## config.mk

```make
export PLATFORM = sky130hd
export DESIGN_NAME = scht_cell
export DESIGN_NICKNAME = d
export VERILOG_FILES = /design/src/scht_pkg.sv /design/src/scht_cell.sv
export SDC_FILE = /design/constraint.sdc
export NUM_CORES = 1
export LEC_CHECK = 0
export ABC_AREA = 0
export BUFFER_PORTS_ARGS = -buffer_cell sky130_fd_sc_hd__buf_2
export CAP_MARGIN = 30
export CORE_ASPECT_RATIO = 0.75
export CORE_UTILIZATION = 48
export CTS_CLUSTER_DIAMETER = 150
export CTS_CLUSTER_SIZE = 12
export DETAILED_ROUTE_END_ITERATION = 16
export GPL_ROUTABILITY_DRIVEN = 0
export GPL_TIMING_DRIVEN = 0
export HOLD_SLACK_MARGIN = 0.1
export PLACE_DENSITY = 0.87
export SYNTH_ARGS = -nofsm -noshare
export SYNTH_HDL_FRONTEND = slang
export SYNTH_SLANG_ARGS = --single-unit
```

## constraint.sdc

```tcl
create_clock -name clock -period 5.81 [get_ports clock]
set_clock_uncertainty 0.1 [all_clocks]
set_input_delay 1.162 -clock clock [delete_from_list [all_inputs] [get_ports clock]]
set_output_delay 1.162 -clock clock [all_outputs]
set_load 0.1 [all_outputs]
```

## src/scht_pkg.sv

```systemverilog
`timescale 1ns / 1ps

package scht_pkg;

   localparam int COORD_W  = 4;
   localparam int HEIGHT_W = 16;
   localparam int POS_W    = 10;
   localparam int MCOUNT_W = 11;

   typedef enum logic [1:0] {
      OP_CELL_LOOKUP  = 2'd0,
      OP_ENTRY_LOOKUP = 2'd1,
      OP_INSERT       = 2'd2,
      OP_DELETE       = 2'd3
   } scht_op_type;

   typedef enum logic [1:0] {
      STATUS_OK        = 2'd0,
      STATUS_NOT_FOUND = 2'd1,
      STATUS_DUPLICATE = 2'd2,
      STATUS_FULL      = 2'd3
   } scht_status_type;

   // per-cell compare results, handed to the right-hand neighbor and to the tree
   typedef struct packed {
      logic precedes;   // entry sorts before the request
      logic key_lt;     // entry key below the request key
      logic key_le;     // entry key not above the request key
      logic lower_bnd;  // first cell not before the request
      logic first_bnd;  // first cell not below the requested key
      logic end_bnd;    // first cell past the requested key
      logic exact_hit;  // boundary cell holds the exact entry
   } scht_flags_type;

   // shift command broadcast to every cell
   typedef struct packed {
      logic ins;
      logic del;
   } scht_cmd_type;

endpackage

```

## src/scht_cell.sv

```systemverilog
`timescale 1ns / 1ps

module scht_cell #(
   parameter int KEY_W = 8,
   parameter int CNT_W = 11,
   parameter int INDEX = 0
) (
   input  logic                                  clock,
   input  logic [KEY_W-1:0]                      req_key,
   input  logic signed [scht_pkg::HEIGHT_W-1:0]  req_height,
   input  logic [CNT_W-1:0]                      count,
   input  logic [KEY_W-1:0]                      left_key,
   input  logic signed [scht_pkg::HEIGHT_W-1:0]  left_height,
   input  logic [KEY_W-1:0]                      right_key,
   input  logic signed [scht_pkg::HEIGHT_W-1:0]  right_height,
   input  scht_pkg::scht_flags_type              prev_flags,
   input  scht_pkg::scht_cmd_type                cmd,
   output logic [KEY_W-1:0]                      key,
   output logic signed [scht_pkg::HEIGHT_W-1:0]  height,
   output scht_pkg::scht_flags_type              flags
);
   import scht_pkg::*;

   localparam logic [CNT_W-1:0] MY_POS = CNT_W'(INDEX);

   logic [KEY_W-1:0]           key_ff;
   logic signed [HEIGHT_W-1:0] height_ff;
   logic                       occupied;
   logic                       key_eq;
   logic                       height_eq;

   assign occupied  = MY_POS < count;
   assign key_eq    = key_ff == req_key;
   assign height_eq = height_ff == req_height;

   always_comb begin
      flags.key_lt    = occupied && (key_ff < req_key);
      flags.key_le    = occupied && (key_ff <= req_key);
      flags.precedes  = occupied && ((key_ff < req_key) || (key_eq && (height_ff < req_height)));
      flags.lower_bnd = !flags.precedes && prev_flags.precedes;
      flags.first_bnd = !flags.key_lt && prev_flags.key_lt;
      flags.end_bnd   = !flags.key_le && prev_flags.key_le;
      flags.exact_hit = flags.lower_bnd && occupied && key_eq && height_eq;
   end

   // insert: cells at and behind the slot move right; delete: they move left
   always_ff @(posedge clock) begin
      if (cmd.ins && !flags.precedes) begin
         if (prev_flags.precedes) begin
            key_ff    <= req_key;
            height_ff <= req_height;
         end else begin
            key_ff    <= left_key;
            height_ff <= left_height;
         end
      end else if (cmd.del && !flags.precedes) begin
         key_ff    <= right_key;
         height_ff <= right_height;
      end
   end

   assign key    = key_ff;
   assign height = height_ff;

endmodule

```

==> flow_summary_export.csv <==
group,metric,value,unit
run_status,status,"completed",
placement,place_ws,0.884,ns
global_routing,overflow,0,
layout,layout-drive-gt1-share,0.593,
cts,clock_latency,0.27,ns
route,drt_wl_total,5040,µm
yosys,synthCells,182,
floorplanning,core.rowCount,20,
layout,layout.nets,423,
route,ant_nets,0,
setup_path,reg2reg_from,"height[15]",
setup_path,cp.required,4.55,ns
sta,tightestPinTransition,0.587,ns
sta,grt_setup_unrepaired,"no",
setup_path,cp_slowest_cell,"buf_2",
floorplanning,die_area,0.00465,mm²
yosys,syn-cell-area,0.00210,mm²
route,first_pass_iters,4,
cts,clock-sinks,24,
cts,h-tree-depth,1,
setup_path,crit_type,"input pin to output port",
sta,setup_tns,0,ns
sta,drv_slew,0,
yosys,synth_ff_type,"edfxtp_1",
setup_path,crit_fanout,4,
layout,diodes,0,
cts,cts_root_buf,"clkbuf_8",
yosys,ys_ff_latch,24,
floorplanning,ioPinCount,124,
setup_path,crit_start,"req_height[15]",
cts,ctsLongestPathBuffers,2,
yosys,synthArstFlopShare,0,
yosys,synth_edf_count,24,
yosys,ys_top_cells_by_count,"mux2_2, inv_1, edfxtp_1, ha_1, mux2_4",
sta,finalSetupViolations,0,
setup_path,crit_path_frequent_cell,"buf_2",
cts,post-cts-setup-buffers,0,
min_path,hold_start,"right_key[5]",
cts,post_cts_resized,0,
route,drc,0,
yosys,syn_area_per_cell,11.5,µm²
cts,numCtsBuffers,3,
floorplanning,start_util,0.509,
sta,whs,1.08,ns
layout,fin_util,0.694,
min_path,min_path_type,"input pin to flip-flop",
yosys,yosysSeqAreaShare,0.343,
layout,seqCellArea,721,µm²
yosys,synth_top_area_cell,"edfxtp_1",
placement,numPortBuffers,118,
sta,max_freq,204,MHz
yosys,yosys-top-cells-area,"edfxtp_1, mux2_2, ha_1, mux2_4, inv_1",
sta,finalCriticalPeriod,4.91,ns
sta,worst_slack,0.898,ns
global_routing,grt_pass1_wl,7820,µm
setup_path,cp-end-kind,"output port",
sta,report.final.hold_viol_count,0,
sta,finalCritPeriodShare,0.846,
setup_path,arrival,3.65,ns
floorplanning,core_area,0.00413,mm²
layout,syn2layout_area_growth,36.5,%
global_routing,antenna_found_initial,0,
setup_path,cp.buffers_inverters,3,
route,wl_per_cell,14.0,µm
layout,fillers,337,
placement,hpwlAfterDp,4250,µm
yosys,yosys.cell_types.count,30,
route,route.vias.total,1816,
setup_path,start_kind,"input pin",
floorplanning,die_w,78.4,µm
cts,ctsHoldBuffers,0,
yosys,syn-num-nets,299,
setup_path,crit_chain,"buf_2, inv_1, ha_1, nand4_2, nor4_2, a21boi_2, nor3_1, or2_2, o21ba_2, nor3b_2, buf_2",
cts,cts_tree,"yes",
global_routing,grt_max_degree,17,
sta,max_slew_margin,0.608,
cts,cts.clk_slew.worst_paths,0.09,ns
global_routing,grt.total_usage,0.223,
route,drt_iter0_markers,61,
setup_path,critPathMaxStageDelay,0.45,ns
job,maxCapViolations,0,
yosys,yosysMostFrequentCell,"mux2_2",
layout,multi_input_area,0.00126,mm²
setup_path,cp_top_family,"simple AND/OR/NAND/NOR gates",
route,via_per_inst,5.04,
floorplanning,die_h,59.3,µm
global_routing,grt_pass1_vias,1731,
yosys,yosys_warnings,0,
yosys,synth.top_cell.area_share,0.343,
stage by stage:
step	std cells	instance area, µm²
floorplan	182	2110
global placement	355	2770
detailed placement	356	2800
CTS	360	2870
global route	360	2870
finish	360	2870
layout by cell type (no fill, tap or decap), drive strengths merged:
cell type    n
nor4         3
or2          1
clkbuf       6
a2bb2oi      1
o21ai        2
bufinv       1
inv         26
nand3        2
nor2         8
edfxtp      24
nor2b        4
ha          24
a21boi       1
nor3         2
and2         2
o21bai       1
mux2        48
a211oi       1
nand2        6
nand4        5
o2bb2ai      1
buf        121
o211ai       2
nor3b        1
a21oi        9
o21ba        1
or3b         1
o21a         1
worst paths after layout:
path,to,slack [ns],cells past startpoint
max reg2reg,key[7],2.53,9
min reg2reg,height[15],1.11,4
max,flags[0],0.90,11
min,key[5],1.08,2
per-layer routing:
layer | up-vias | share of wire | track usage
li1 | 907 | - | -
met1 | 841 | 0.43 | 0.269
met2 | 64 | 0.52 | 0.421
met3 | 4 | 0.046 | 0.0292
met4 | 0 | 0.0093 | 0.0635
met5 | - | 0 | 0
flip-flops by register name, indices dropped and copies added (netlist names):
| register | flops |
|---|---|
| key | 8 |
| height | 16 |
logic make-up (layout without fill, tap and decap cells):
group | Yosys count | in the layout | synth area share
AO/OA/AOI/OAI | 20 | 20 | 0.0655
adder cells (fa/ha/maj) | 24 | 24 | 0.143
buffers and inverters | 31 | 154 | 0.0625
flip-flops | 24 | 24 | 0.343
multiplexers | 48 | 48 | 0.293
AND/OR/NAND/NOR | 35 | 35 | 0.0929
layout make-up:
type,instances,share of cell area
Multi-Input combinational cell,127,0.438
Sequential cell,24,0.251
Timing Repair Buffer,119,0.216
Inverter,26,0.0340
Tap cell,55,0.0240
Clock buffer,3,0.0144
Buffer,5,0.0118
Clock inverter,1,0.0105
Power is not shown: default switching activity piles up to over one toggle a cycle in this logic, so the estimate is an artifact.
